## src/hdl/mqurl_pkg.sv

```systemverilog
// Shared types and constants for the MQTT broker URL field splitter.
// No dependencies; imported by mqurl_parse and mqtt_url_field_splitter.
package mqurl_pkg;

    // Field tags carried with each byte
    localparam logic [2:0] FLD_NONE  = 3'd0;
    localparam logic [2:0] FLD_USER  = 3'd1;
    localparam logic [2:0] FLD_PASS  = 3'd2;
    localparam logic [2:0] FLD_HOST  = 3'd3;
    localparam logic [2:0] FLD_TOPIC = 3'd4;

    // Final status codes
    localparam logic [3:0] ST_OK          = 4'd0;
    localparam logic [3:0] ST_BAD_SCHEME  = 4'd1;
    localparam logic [3:0] ST_NO_COLON    = 4'd2;
    localparam logic [3:0] ST_USER_LONG   = 4'd3;
    localparam logic [3:0] ST_NO_AT       = 4'd4;
    localparam logic [3:0] ST_PASS_LONG   = 4'd5;
    localparam logic [3:0] ST_NO_SLASH    = 4'd6;
    localparam logic [3:0] ST_HOST_BLANK  = 4'd7;
    localparam logic [3:0] ST_HOST_LONG   = 4'd8;
    localparam logic [3:0] ST_TOPIC_BLANK = 4'd9;
    localparam logic [3:0] ST_TOPIC_LONG  = 4'd10;

    localparam logic [7:0] CH_COLON = 8'h3A;
    localparam logic [7:0] CH_AT    = 8'h40;
    localparam logic [7:0] CH_SLASH = 8'h2F;
    localparam logic [7:0] CH_S     = 8'h73;
    localparam logic [7:0] CH_NUL   = 8'h00;

    typedef struct packed {
        logic [2:0] field;
        logic [7:0] char_out;
        logic       tls;
        logic       done_res;
        logic [3:0] status;
    } t_result;

    // Expected scheme byte at a prefix position: "mqtts://" or "mqtt://"
    function automatic logic [7:0] prefix_char(input logic tls, input logic [2:0] pos);
        logic [7:0] ch;
        case (pos)
            3'd0:    ch = 8'h6D;                  // m
            3'd1:    ch = 8'h71;                  // q
            3'd2:    ch = 8'h74;                  // t
            3'd3:    ch = 8'h74;                  // t
            3'd4:    ch = tls ? CH_S : CH_COLON;
            3'd5:    ch = tls ? CH_COLON : CH_SLASH;
            3'd6:    ch = CH_SLASH;
            3'd7:    ch = tls ? CH_SLASH : CH_NUL;
            default: ch = CH_NUL;
        endcase
        return ch;
    endfunction

endpackage

```

## src/hdl/mqurl_parse.sv

```systemverilog
// URL parse state and per-byte tagging logic: one byte per enabled cycle.
// Depends on mqurl_pkg for result type, field tags and status codes.
module mqurl_parse #(
    parameter int USER_BUF_BYTES  = 64,
    parameter int PASS_BUF_BYTES  = 64,
    parameter int HOST_BUF_BYTES  = 64,
    parameter int TOPIC_BUF_BYTES = 128
) (
    input  logic               i_clk,
    input  logic               i_rst_n,
    input  logic               i_en,
    input  logic [7:0]         i_char,
    input  logic               i_last,
    output mqurl_pkg::t_result o_res
);
    import mqurl_pkg::*;

    typedef enum logic [2:0] {
        PH_SCHEME = 3'd0,
        PH_USER   = 3'd1,
        PH_PASS   = 3'd2,
        PH_HOST   = 3'd3,
        PH_TOPIC  = 3'd4,
        PH_HALT   = 3'd5
    } t_phase;

    localparam logic [7:0] USER_LIM  = 8'(USER_BUF_BYTES);
    localparam logic [7:0] PASS_LIM  = 8'(PASS_BUF_BYTES);
    localparam logic [7:0] HOST_LIM  = 8'(HOST_BUF_BYTES);
    localparam logic [7:0] TOPIC_LIM = 8'(TOPIC_BUF_BYTES);

    t_phase     r_phase, n_phase;
    logic [2:0] r_pos, n_pos;
    logic [7:0] r_len, n_len;
    logic [3:0] r_err, n_err;
    logic       r_tls, n_tls;

    always_comb begin
        logic       is_end;
        logic [7:0] len_inc;
        logic [2:0] fld;
        logic [3:0] fin_err;
        logic       tls_now;

        is_end  = i_last || (i_char == CH_NUL);
        len_inc = (r_len == 8'hFF) ? r_len : r_len + 8'd1;
        fld     = FLD_NONE;
        n_phase = r_phase;
        n_pos   = r_pos;
        n_len   = r_len;
        n_err   = r_err;
        tls_now = r_tls;

        if (i_char != CH_NUL) begin
            case (r_phase)
                PH_SCHEME: begin
                    if (r_pos == 3'd4 && !r_tls && i_char == CH_S) tls_now = 1'b1;
                    if (i_char != prefix_char(tls_now, r_pos)) begin
                        if (r_err == ST_OK) n_err = ST_BAD_SCHEME;
                        n_phase = PH_HALT;
                    end else if ((tls_now && r_pos == 3'd7) || (!tls_now && r_pos == 3'd6)) begin
                        n_pos   = 3'd0;
                        n_phase = PH_USER;
                        n_len   = 8'd0;
                    end else begin
                        n_pos = r_pos + 3'd1;
                    end
                end
                PH_USER: begin
                    if (i_char == CH_COLON) begin
                        if (r_len >= USER_LIM) begin
                            if (r_err == ST_OK) n_err = ST_USER_LONG;
                            n_phase = PH_HALT;
                        end else begin
                            n_phase = PH_PASS;
                            n_len   = 8'd0;
                        end
                    end else begin
                        fld   = FLD_USER;
                        n_len = len_inc;
                    end
                end
                PH_PASS: begin
                    if (i_char == CH_AT) begin
                        if (r_len >= PASS_LIM) begin
                            if (r_err == ST_OK) n_err = ST_PASS_LONG;
                            n_phase = PH_HALT;
                        end else begin
                            n_phase = PH_HOST;
                            n_len   = 8'd0;
                        end
                    end else begin
                        fld   = FLD_PASS;
                        n_len = len_inc;
                    end
                end
                PH_HOST: begin
                    if (i_char == CH_SLASH) begin
                        if (r_len == 8'd0) begin
                            if (r_err == ST_OK) n_err = ST_HOST_BLANK;
                            n_phase = PH_HALT;
                        end else if (r_len >= HOST_LIM) begin
                            if (r_err == ST_OK) n_err = ST_HOST_LONG;
                            n_phase = PH_HALT;
                        end else begin
                            n_phase = PH_TOPIC;
                            n_len   = 8'd0;
                        end
                    end else begin
                        fld   = FLD_HOST;
                        n_len = len_inc;
                    end
                end
                PH_TOPIC: begin
                    fld   = FLD_TOPIC;
                    n_len = len_inc;
                end
                default: n_phase = PH_HALT;
            endcase
        end

        // an open field at end of string decides the status unless an error is held
        fin_err = n_err;
        if (n_err == ST_OK) begin
            case (n_phase)
                PH_SCHEME: fin_err = ST_BAD_SCHEME;
                PH_USER:   fin_err = ST_NO_COLON;
                PH_PASS:   fin_err = ST_NO_AT;
                PH_HOST:   fin_err = ST_NO_SLASH;
                PH_TOPIC: begin
                    if (n_len == 8'd0)          fin_err = ST_TOPIC_BLANK;
                    else if (n_len >= TOPIC_LIM) fin_err = ST_TOPIC_LONG;
                end
                default: fin_err = n_err;
            endcase
        end

        o_res.field    = fld;
        o_res.char_out = i_char;
        o_res.tls      = tls_now;
        o_res.done_res = is_end;
        o_res.status   = is_end ? fin_err : ST_OK;

        n_tls = tls_now;
        if (is_end) begin
            n_phase = PH_SCHEME;
            n_pos   = 3'd0;
            n_len   = 8'd0;
            n_err   = ST_OK;
            n_tls   = 1'b0;
        end
    end

    always_ff @(posedge i_clk) begin
        if (!i_rst_n) begin
            r_phase <= PH_SCHEME;
            r_pos   <= 3'd0;
            r_len   <= 8'd0;
            r_err   <= ST_OK;
            r_tls   <= 1'b0;
        end else if (i_en) begin
            r_phase <= n_phase;
            r_pos   <= n_pos;
            r_len   <= n_len;
            r_err   <= n_err;
            r_tls   <= n_tls;
        end
    end

    // a held error always parks the parser in the halt phase
    a_err_halts: assert property (@(posedge i_clk) disable iff (!i_rst_n)
        r_err != ST_OK |-> r_phase == PH_HALT)
        else $error("error held outside halt phase");

    // the final byte of a URL returns the parser to its start state
    a_end_resets: assert property (@(posedge i_clk) disable iff (!i_rst_n)
        i_en && o_res.done_res |=> r_phase == PH_SCHEME && r_err == ST_OK && !r_tls)
        else $error("state not cleared after final byte");

    // a held error is never replaced before the end of the URL
    a_err_sticky: assert property (@(posedge i_clk) disable iff (!i_rst_n)
        i_en && r_err != ST_OK && !o_res.done_res |=> r_err == $past(r_err))
        else $error("held error changed");

    // content tags only appear once the scheme has been matched
    a_tag_phase: assert property (@(posedge i_clk) disable iff (!i_rst_n)
        o_res.field != FLD_NONE |-> r_phase != PH_SCHEME && r_phase != PH_HALT)
        else $error("byte tagged outside a content field");

endmodule

```

## src/hdl/mqtt_url_field_splitter.sv

```systemverilog
// Path: an accepted byte is held in the input register, then its result is held in the result register.
// Throughput: one byte per cycle while m_axis_tready is high; the parse state update is one short compare/count step.
// Stalls on the master side back up through the input register to s_axis_tready.
// Reset (i_rst_n low, synchronous) empties both registers and returns to the scheme phase.
// Top level of the MQTT broker URL field splitter: stream ports, input and result registers.
// Depends on mqurl_pkg and mqurl_parse.
module mqtt_url_field_splitter #(
    parameter int USER_BUF_BYTES  = 64,
    parameter int PASS_BUF_BYTES  = 64,
    parameter int HOST_BUF_BYTES  = 64,
    parameter int TOPIC_BUF_BYTES = 128
) (
    input  logic        i_clk,
    input  logic        i_rst_n,
    input  logic        s_axis_tvalid,
    output logic        s_axis_tready,
    input  logic [7:0]  s_axis_tdata,   // [7:0] char_in
    input  logic        s_axis_tlast,   // last
    output logic        m_axis_tvalid,
    input  logic        m_axis_tready,
    output logic [15:0] m_axis_tdata,   // [7:0] char_out, [8] tls, [12:9] status, [15:13] zero
    output logic [2:0]  m_axis_tuser,   // [2:0] field
    output logic        m_axis_tlast    // done_res
);
    import mqurl_pkg::*;

    logic       r_in_valid;
    logic [7:0] r_in_char;
    logic       r_in_last;
    logic       r_out_valid;
    t_result    r_out;
    t_result    w_res;
    logic       w_adv;

    assign w_adv         = r_in_valid && (!r_out_valid || m_axis_tready);
    assign s_axis_tready = !r_in_valid || w_adv;

    mqurl_parse #(
        .USER_BUF_BYTES (USER_BUF_BYTES),
        .PASS_BUF_BYTES (PASS_BUF_BYTES),
        .HOST_BUF_BYTES (HOST_BUF_BYTES),
        .TOPIC_BUF_BYTES(TOPIC_BUF_BYTES)
    ) u_parse (
        .i_clk  (i_clk),
        .i_rst_n(i_rst_n),
        .i_en   (w_adv),
        .i_char (r_in_char),
        .i_last (r_in_last),
        .o_res  (w_res)
    );

    always_ff @(posedge i_clk) begin
        if (!i_rst_n) begin
            r_in_valid  <= 1'b0;
            r_out_valid <= 1'b0;
        end else begin
            if (s_axis_tready) r_in_valid <= s_axis_tvalid;
            if (w_adv) r_out_valid <= 1'b1;
            else if (m_axis_tready) r_out_valid <= 1'b0;
        end
    end

    always_ff @(posedge i_clk) begin
        if (s_axis_tready && s_axis_tvalid) begin
            r_in_char <= s_axis_tdata;
            r_in_last <= s_axis_tlast;
        end
        if (w_adv) r_out <= w_res;
    end

    assign m_axis_tvalid = r_out_valid;
    assign m_axis_tdata  = {3'b000, r_out.status, r_out.tls, r_out.char_out};
    assign m_axis_tuser  = r_out.field;
    assign m_axis_tlast  = r_out.done_res;

    // a pending request in the input register is never dropped while stalled
    a_in_hold: assert property (@(posedge i_clk) disable iff (!i_rst_n)
        r_in_valid && !w_adv |=> r_in_valid && r_in_char == $past(r_in_char))
        else $error("pending input request lost");

    // a stalled result is not overwritten by the parser
    a_out_no_overrun: assert property (@(posedge i_clk) disable iff (!i_rst_n)
        r_out_valid && !m_axis_tready |-> !w_adv)
        else $error("result register overrun");

    // status is only nonzero on the final result of a URL
    a_status_final: assert property (@(posedge i_clk) disable iff (!i_rst_n)
        r_out_valid && !r_out.done_res |-> r_out.status == ST_OK)
        else $error("status on non-final result");

endmodule
```

## config.mk

```make
export PLATFORM = sky130hd
export DESIGN_NAME = mqtt_url_field_splitter
export DESIGN_NICKNAME = d
export VERILOG_FILES = /design/src/hdl/mqurl_pkg.sv /design/src/hdl/mqurl_parse.sv /design/src/hdl/mqtt_url_field_splitter.sv
export SDC_FILE = /design/constraint.sdc
export NUM_CORES = 1
export LEC_CHECK = 0
export ABC_CLOCK_PERIOD_IN_PS = 3340
export BUFFER_PORTS_ARGS = -buffer_cell sky130_fd_sc_hd__buf_4
export CAP_MARGIN = 20
export CORE_UTILIZATION = 45
export DETAILED_ROUTE_END_ITERATION = 10
export PLACE_DENSITY = 0.71
export SLEW_MARGIN = 20
export SYNTH_ARGS = -nofsm -noshare
export SYNTH_HDL_FRONTEND = slang
export SYNTH_HIERARCHICAL = 1
export SYNTH_SLANG_ARGS = --single-unit
```

## constraint.sdc

```tcl
create_clock -name i_clk -period 3.34 [get_ports i_clk]
set_input_delay 1.002 -clock i_clk [delete_from_list [all_inputs] [get_ports i_clk]]
set_output_delay 1.002 -clock i_clk [all_outputs]
set_load 0.03 [all_outputs]
```

==> metrics.txt, run 1 <==
clk buf depth=2; Post-synth EDFFs=26; sw power=around 0.34 mW; Clock Tree Root=clkbuf_8; post-synthesis cell type count=76; Sinks on Clock Net=47; post-synthesis cell area=~3100 um2; Async S/R FF share, synth=0%; Seq cells post-synth=between 40 and 50; critical path class=register to register; Worst Tran Pin Value=a little over 0.9 ns; critical-path maximum fanout=5; 1st-pass router iterations=5; Setup Skew=~0.0075 ns; Final Max Slew Viols=0; Tmin final=between 3 and 4 ns; Syn Inst Count=around 360; initial core utilization=between 40% and 50%; Slowest cell on crit path=dfxtp_4; largest net degree at the start of global routing=31; DR vias/cell=approximately 6.1; DR WL/cell=between 15 and 20 um; leakage=about 1.4 nW; WHS=0.534 ns; std cell rows=29; number of DRC markers in iteration 0=320; initial antenna violation count=0; layout cell share with drive strength beyond 1=about a quarter; routability cong.=0.918; outcome=completed; core area=~6500 um2; Die H=approximately 85 um; clock latency on the worst-skew pair=0.31 ns; H-tree depth=2; syn_area_per_cell=8.74 um2; Seq/Total Area, Yosys=38.5%; most frequent cells in the layout=buf_4 (56), a21oi_1 (34), nand2_1 (33), edfxtp_1 (26), nor2_1 (26); final instance area=between 3000 and 4000 um2; fin crit share=roughly 98%; ANT nets after route=0; Pint=roughly 0.94 mW; Logic pwr share=around 16%; Port Buf Inserts=31; final WL=7.77 mm; I/O pin cnt=35; Remaining Overflow, GRT=0; DR DRC count=0; crit-path max cell delay=about 0.4 ns; Final #Nets=421; YS warnings=6; RSZ-0062 raised after global routing=yes; Cell Chain, Critical Path=ha_4 > ha_2 > a2111o_1 > o211a_1 > o211ai_1 > mux2_4 > nor4_4 > o2bb2ai_4 > buf_6 > buf_4 > a41o_1 > nand4_1 > a221oi_2; prevailing post-synth register cell=edfxtp_1; DR vias=~2,900; # diodes=0; CP Launch Type=register; CTS tree=built; Die X=around 85 um; WP data arrival=between 3 and 4 ns; CTS Buf Count=5; clock power share=roughly a third; sequential power share=approximately half; commonest non-fill, non-tap cell in the layout=buf_4; Net Sw Frac=between 20% and 30%; PD cells=340 nW/um2; Final Power=1.28 mW; final-report hold violation count=0; DIE AREA=7270 um2; global-route wire length before repair=approximately 12 mm; Post-DP Area=~3500 um2; Setup Viol. Count Final=0; Max IR drop VDD=0.242 mV; crit path capture type=register; min-delay worst type=register to register; worst endpoint required time=~3.5 ns; slew margin rel.=39.5%; Worst-path clk slew=roughly 0.090 ns; vias in the first global route=~2,600; GRT Total Usage=a little over a fifth; Syn-to-layout area delta=20.9%; top achievable clock speed=0.306 GHz; max_cap viols=0; placed wire-length estimate=5.62 mm
==> synthesized netlist by cell type (all sizes together), types with 7 or more instances <==
| library cell | number | area (um2) |
|---|---|---|
| a21oi | 35 | 175 |
| nand2 | 33 | 124 |
| nor2 | 28 | 108 |
| edfxtp | 26 | 781 |
| dfxtp | 21 | 420 |
| inv | 19 | 71.3 |
| nor2b | 19 | 126 |
| buf | 15 | 111 |
| nor3 | 15 | 75.1 |
| o21ai | 15 | 75.1 |
| and2 | 9 | 56.3 |
| clkbuf | 8 | 30.0 |
| ha | 8 | 100 |
| nand4 | 7 | 43.8 |
==> cell type report <==
| class | instances | area, um2 |
|---|---|---|
| clock buffers | 5 | 68.8 |
| clock inverters | 3 | 46.3 |
| fillers | 569 | 2760 |
| inverters | 19 | 73.8 |
| multi-input cells | 270 | 1850 |
| flip-flops and latches | 47 | 1210 |
| well taps | 77 | 96.3 |
| repair buffers | 57 | 432 |
==> critical path: cells and delay by family, from the launching register on <==
family / cells / cell delay (ns)
adder cells (fa/ha/maj): 2 / 0.35
AND/OR/NAND/NOR: 2 / 0.46
flip-flops: 1 / 0.39
multiplexers: 1 / 0.34
buffers and inverters: 2 / 0.25
AO/OA/AOI/OAI: 6 / 1.29
==> layer usage <==
| metal | GRT usage [%] | share of wire (%) | up-vias |
|---|---|---|---|
| met2 | 33.7 | 46 | 132 |
| met5 | 0 | 0 | - |
| met3 | 4.09 | 7.1 | 9 |
| li1 | - | - | 1392 |
| met4 | 6.36 | 1.4 | 0 |
| met1 | 29.9 | 45 | 1361 |
==> sequential cells by signal, indices dropped and copies added (netlist names) <==
name and count:
u_parse/r_err 4, u_parse/r_pos 3, r_in_last 1, r_in_char 8, m_axis_tvalid 1, u_parse/r_tls 1
u_parse/r_phase 3, u_parse/r_len 8, m_axis_tuser 3, m_axis_tlast 1, r_in_valid 1, m_axis_tdata 13
==> power groups by stage <==
stage / Sequential (mW) / Combinational [mW] / Clock (mW)
2_1_floorplan: 0.679 / 0.109 / 0
3_3_place_gp: 0.665 / 0.184 / 0
3_5_place_dp: 0.665 / 0.186 / 0
4_1_cts: 0.652 / 0.190 / 0.447
5_1_grt: 0.654 / 0.213 / 0.470
6_report: 0.651 / 0.198 / 0.433
==> cells by family after synthesis <==
group	share of synthesized area, %
buffers and inverters	6.82
flip-flops	38.5
other	0.120
multiplexers	0.802
AND/OR/NAND/NOR	29.2
AO/OA/AOI/OAI	20.5
adder cells (fa/ha/maj)	3.21
XOR/XNOR	0.843
==> metrics by stage <==
step           cells  TNS, ns  utilization, %  setup WS [ns]
3_5_place_dp     468  -0.0265            53.5        -0.0265
5_1_grt          478   -0.143            57.7        -0.0994
4_1_cts          477        0            55.8        0.00281
6_report         478        0            57.7         0.0716
2_1_floorplan    359        0               -          0.119
3_3_place_gp     468        0            53.5         0.0834
==> worst paths after layout <==
kind	to	depth (start not counted)	startpoint	slack [ns]
setup / recovery	m_axis_tdata[12]$_DFFE_PP_	13	u_parse/r_pos[0]$_SDFFE_PN0P_	0.07
setup reg to reg	m_axis_tdata[12]$_DFFE_PP_	13	u_parse/r_pos[0]$_SDFFE_PN0P_	0.07
hold / removal	u_parse/r_err[2]$_SDFFE_PN0P_	2	u_parse/r_err[2]$_SDFFE_PN0P_	0.53
hold reg to reg	u_parse/r_err[2]$_SDFFE_PN0P_	2	u_parse/r_err[2]$_SDFFE_PN0P_	0.53
==> repair_timing <==
action / 4_1_cts / 5_1_grt
setup buffers: 1 / 1
hold buffers: 0 / 0
setup endpoints to repair: 2 / 4
resized for setup: 5 / 23
pin swaps: 3 / 11
cloned: 0 / 0
No activity file was read; power rests on OpenSTA's default activity.
==> run 2, diff against run 1 <==
--- a/config.mk
+++ b/config.mk
@@ -5,11 +5,13 @@
 export SDC_FILE = /design/constraint.sdc
 export NUM_CORES = 1
 export LEC_CHECK = 0
+export ABC_AREA = 1
 export ABC_CLOCK_PERIOD_IN_PS = 3340
 export BUFFER_PORTS_ARGS = -buffer_cell sky130_fd_sc_hd__buf_4
 export CAP_MARGIN = 20
 export CORE_UTILIZATION = 45
 export DETAILED_ROUTE_END_ITERATION = 10
+export GPL_TIMING_DRIVEN = 0
 export PLACE_DENSITY = 0.71
 export SLEW_MARGIN = 20
 export SYNTH_ARGS = -nofsm -noshare
==> run 2 against run 1 <==
  * Final area down 2.4%
  * Critical endpoint is now m_axis_tdata[11]$_DFFE_PP_
  * Synthesized cell count grew 34%
  * Largest power group unchanged
  * Largest cell class unchanged
  * Total power is 5.8% lower
==> metrics.txt, run 2 <==
outcome=completed; layout cell share with drive strength beyond 1=13.3% (-11 points); initial antenna violation count=0 (unchanged); Final #Nets=538 (+28%); max_cap viols=0 (unchanged); vias in the first global route=2,775 (+8.8%); multi-input logic area=1670 um2 (-9.4%); GRT Total Usage=22.1% (+0.73 points); Die H=86.6 um (+1.6%); final-report hold violation count=0 (unchanged); worst slack, placed=0.358 ns (+0.384 ns); syn_area_per_cell=6.76 um2 (-23%); RSZ-0062 raised after global routing=no; top achievable clock speed=0.335 GHz (+9.4%); clk buf depth=2 (unchanged); global-route wire length before repair=12.9 mm (+5.3%); Sinks on Clock Net=47 (unchanged); leakage=1.71 nW (+19%); std cell rows=30 (+3.4%); largest net degree at the start of global routing=23 (-26%); slew margin rel.=51.0% (+12 points); DR DRC count=0 (unchanged); Port Buf Inserts=31 (unchanged); initial core utilization=46.9% (-0.84 points); critical path class=register to register; routability cong.=0.911 (-0.75%); CTS Buf Count=5 (unchanged); final instance area=3680 um2 (-2.4%); DR vias/cell=5.12 (-15%); Final Power=1.21 mW (-5.8%); CP Launch Type=register; final WL=7.68 mm (-1.1%); post-synthesis cell area=3220 um2 (+3.3%); Setup Skew=0.00660 ns (-0.000928 ns); critical-path maximum fanout=5 (unchanged); largest cells by area after synthesis=edfxtp_1 (24%), nand2_1 (15%), dfxtp_1 (13%); Final Max Slew Viols=0 (unchanged); PD cells=328 nW/um2 (-3.5%); Slowest cell on crit path=dfxtp_1; post-synthesis cell type count=39 (-49%); worst setup margin=0.353 ns (+0.281 ns); Syn-to-layout area delta=14.2%; I/O pin cnt=35 (unchanged); max FFs per register=13 (unchanged); DR WL/cell=12.5 um (-23%); Async S/R FF share, synth=0% (unchanged); crit-path max cell delay=0.37 ns (-0.02 ns); core area=6870 um2 (+5.2%); Final Util=53.6% (-4.2 points); Max IR drop VDD=0.205 mV (-15%); Hold-fix buffers, CTS=0 (unchanged); reg2reg end=m_axis_tdata[11]$_DFFE_PP_; Seq/Total Area, Yosys=37.3% (-1.2 points); Tmin final=2.99 ns (-0.281 ns); DR vias=3,142 (+8.6%); Remaining Overflow, GRT=0 (unchanged); Syn Inst Count=477 (+34%); ANT nets after route=0 (unchanged); reg2reg start=u_parse/r_pos[0]$_SDFFE_PN0P_; Crit path top cell by count=nand2_1; number of DRC markers in iteration 0=294 (-8.1%); placed wire-length estimate=5.99 mm (+6.7%); # diodes=0 (unchanged); share of the synthesized area in the top cell type=24.2% (-0.81 points); Setup Viol. Count Final=0 (unchanged); Post-DP Area=3590 um2 (+2.8%); setup repair bufs after CTS=0 (-1); CTS tree=built; WP data arrival=3.05 ns (-0.36 ns); Worst Hold End=u_parse/r_len[5]$_SDFFE_PN0P_; Seq cells post-synth=47 (unchanged); filler instances=675 (+19%); worst endpoint required time=3.40 ns (-0.08 ns); commonest non-fill, non-tap cell in the layout=nand2_1; worst reg2reg setup slack=0.35 ns (+0.28 ns); DIE AREA=7500 um2 (+3.3%); worst hold path depth=2 (unchanged); Reg2Reg Depth=20 (+7); Cell Chain, Critical Path=inv_1 > ha_1 > nand2_1 > nor2_1 > nand3_2 > nand2_2 > a21oi_1 > nand3_1 > nand2_1 > nand2_1 > nor2_2 > nand3_1 > nand2_1 > nand3_1 > o21ai_1 > inv_1 > nor2_1 > a21oi_1 > nand2_1 > nor2_1; hold path start=u_parse/r_len[5]$_SDFFE_PN0P_; YS warnings=6 (unchanged); min-delay worst type=register to register; clock latency on the worst-skew pair=0.30 ns (about the same); 1st-pass router iterations=5 (unchanged); Post-synth EDFFs=26 (unchanged); most frequent cells in the layout=nand2_1 (125), inv_1 (65), nor2_1 (61), buf_4 (42), nand3_1 (41); most common cell in the netlist=nand2_1; fin crit share=89.4% (-8.4 points); dominant cell type by area after synthesis=edfxtp_1; Worst Tran Pin Value=0.733 ns (-0.175 ns); Clock Tree Root=clkbuf_8; Worst-path clk slew=0.09 ns (about the same); prevailing post-synth register cell=edfxtp_1; list of most frequent post-synthesis cells=nand2_1 (125), inv_1 (65), nor2_1 (61), nand3_1 (41), a21oi_1 (30); Die X=86.6 um (+1.6%); crit path capture type=register; H-tree depth=2 (unchanged); WHS=0.491 ns (-0.0427 ns); Sequential Area=1200 um2 (-0.62%)
[run 2: changes by cell type in the layout (fill, tap and decap cells not counted), moves of 7 or more]
cell	before	now
nor2_1	26	61
buf_4	56	42
nor2b_1	17	0
and2_1	9	0
nor3_1	15	8
nand2_1	33	125
nand3_1	4	41
inv_1	17	65
[run 2: layout make-up]
cell class | instances | share of cell area (%)
buffer | 16 | 2.79
clock buffer | 6 | 1.97
clock inverter | 2 | 0.340
inverter | 71 | 7.24
multi-input combinational | 345 | 45.4
sequential | 47 | 32.6
tap | 96 | 3.26
timing repair buffer | 31 | 6.32
[run 2: what timing repair did]
| item | 4_1_cts | 5_1_grt |
|---|---|---|
| gates resized for setup | 0 | 1 |
| setup endpoints to repair | 0 | 1 |
| endpoints found under the hold margin | 0 | 0 |
[run 2: kinds of logic (layout without fill, tap and decap cells)]
| logic type | after synthesis | after routing | synth area share, % |
|---|---|---|---|
| simple gates | 259 | 259 | 34.5 |
| buf+inv | 87 | 126 | 11.5 |
| other cells | 1 | 3 | 0.116 |
| compound gates | 74 | 74 | 13.3 |
| flops | 47 | 47 | 37.3 |
| xor+xnor | 1 | 1 | 0.272 |
| fa+ha+maj | 8 | 8 | 3.11 |
[run 2: routing by layer]
layer / wire length (um) / vias to the layer above / track usage, % / part of all wire [%]
li1: - / 1639 / - / -
met2: 3370 / 100 / 35.2 / 44
met5: 0 / - / 0 / 0
met1: 3790 / 1393 / 31.0 / 49
met4: 103 / 0 / 6.36 / 1.3
met3: 415 / 10 / 3.52 / 5.4
[run 2: worst max-delay path by stage]
| stage | cells past startpoint | slack [ns] | end | start |
|---|---|---|---|---|
| after global routing | 20 | 0.02 | m_axis_tdata[11]$_DFFE_PP_ | u_parse/r_pos[0]$_SDFFE_PN0P_ |
| after floorplan | 7 | 0.23 | u_parse/r_pos[1]$_SDFFE_PN0P_ | m_axis_tready |
| after CTS | 20 | 0.36 | m_axis_tdata[10]$_DFFE_PP_ | u_parse/r_pos[0]$_SDFFE_PN0P_ |
| after detailed placement | 8 | 0.36 | u_parse/r_pos[1]$_SDFFE_PN0P_ | m_axis_tready |
| final | 20 | 0.35 | m_axis_tdata[11]$_DFFE_PP_ | u_parse/r_pos[0]$_SDFFE_PN0P_ |
| after global placement | 8 | -0.70 | u_parse/r_pos[1]$_SDFFE_PN0P_ | m_axis_tready |
[run 2: worst max-delay path, delay by kind of cell, from the launching register on]
family / cells / cell delay [ns]
simple gates: 14 / 1.37
compound gates: 3 / 0.62
flops: 1 / 0.37
fa+ha+maj: 1 / 0.22
buf+inv: 2 / 0.18
[run 2: power by group]
part           internal [mW]  total (mW)  switching, mW  leakage (nW)
Clock                  0.147       0.340          0.193        0.0428
Sequential             0.634       0.649         0.0153         0.420
Combinational         0.0758       0.218          0.142          1.25
[run 2: stage by stage]
| step | cells | TNS (ns) |
|---|---|---|
| finish | 614 | 0 |
| global placement | 606 | -10.11 |
| floorplan | 479 | 0 |
| CTS | 614 | 0 |
| detailed placement | 606 | 0 |
| global route | 614 | 0 |
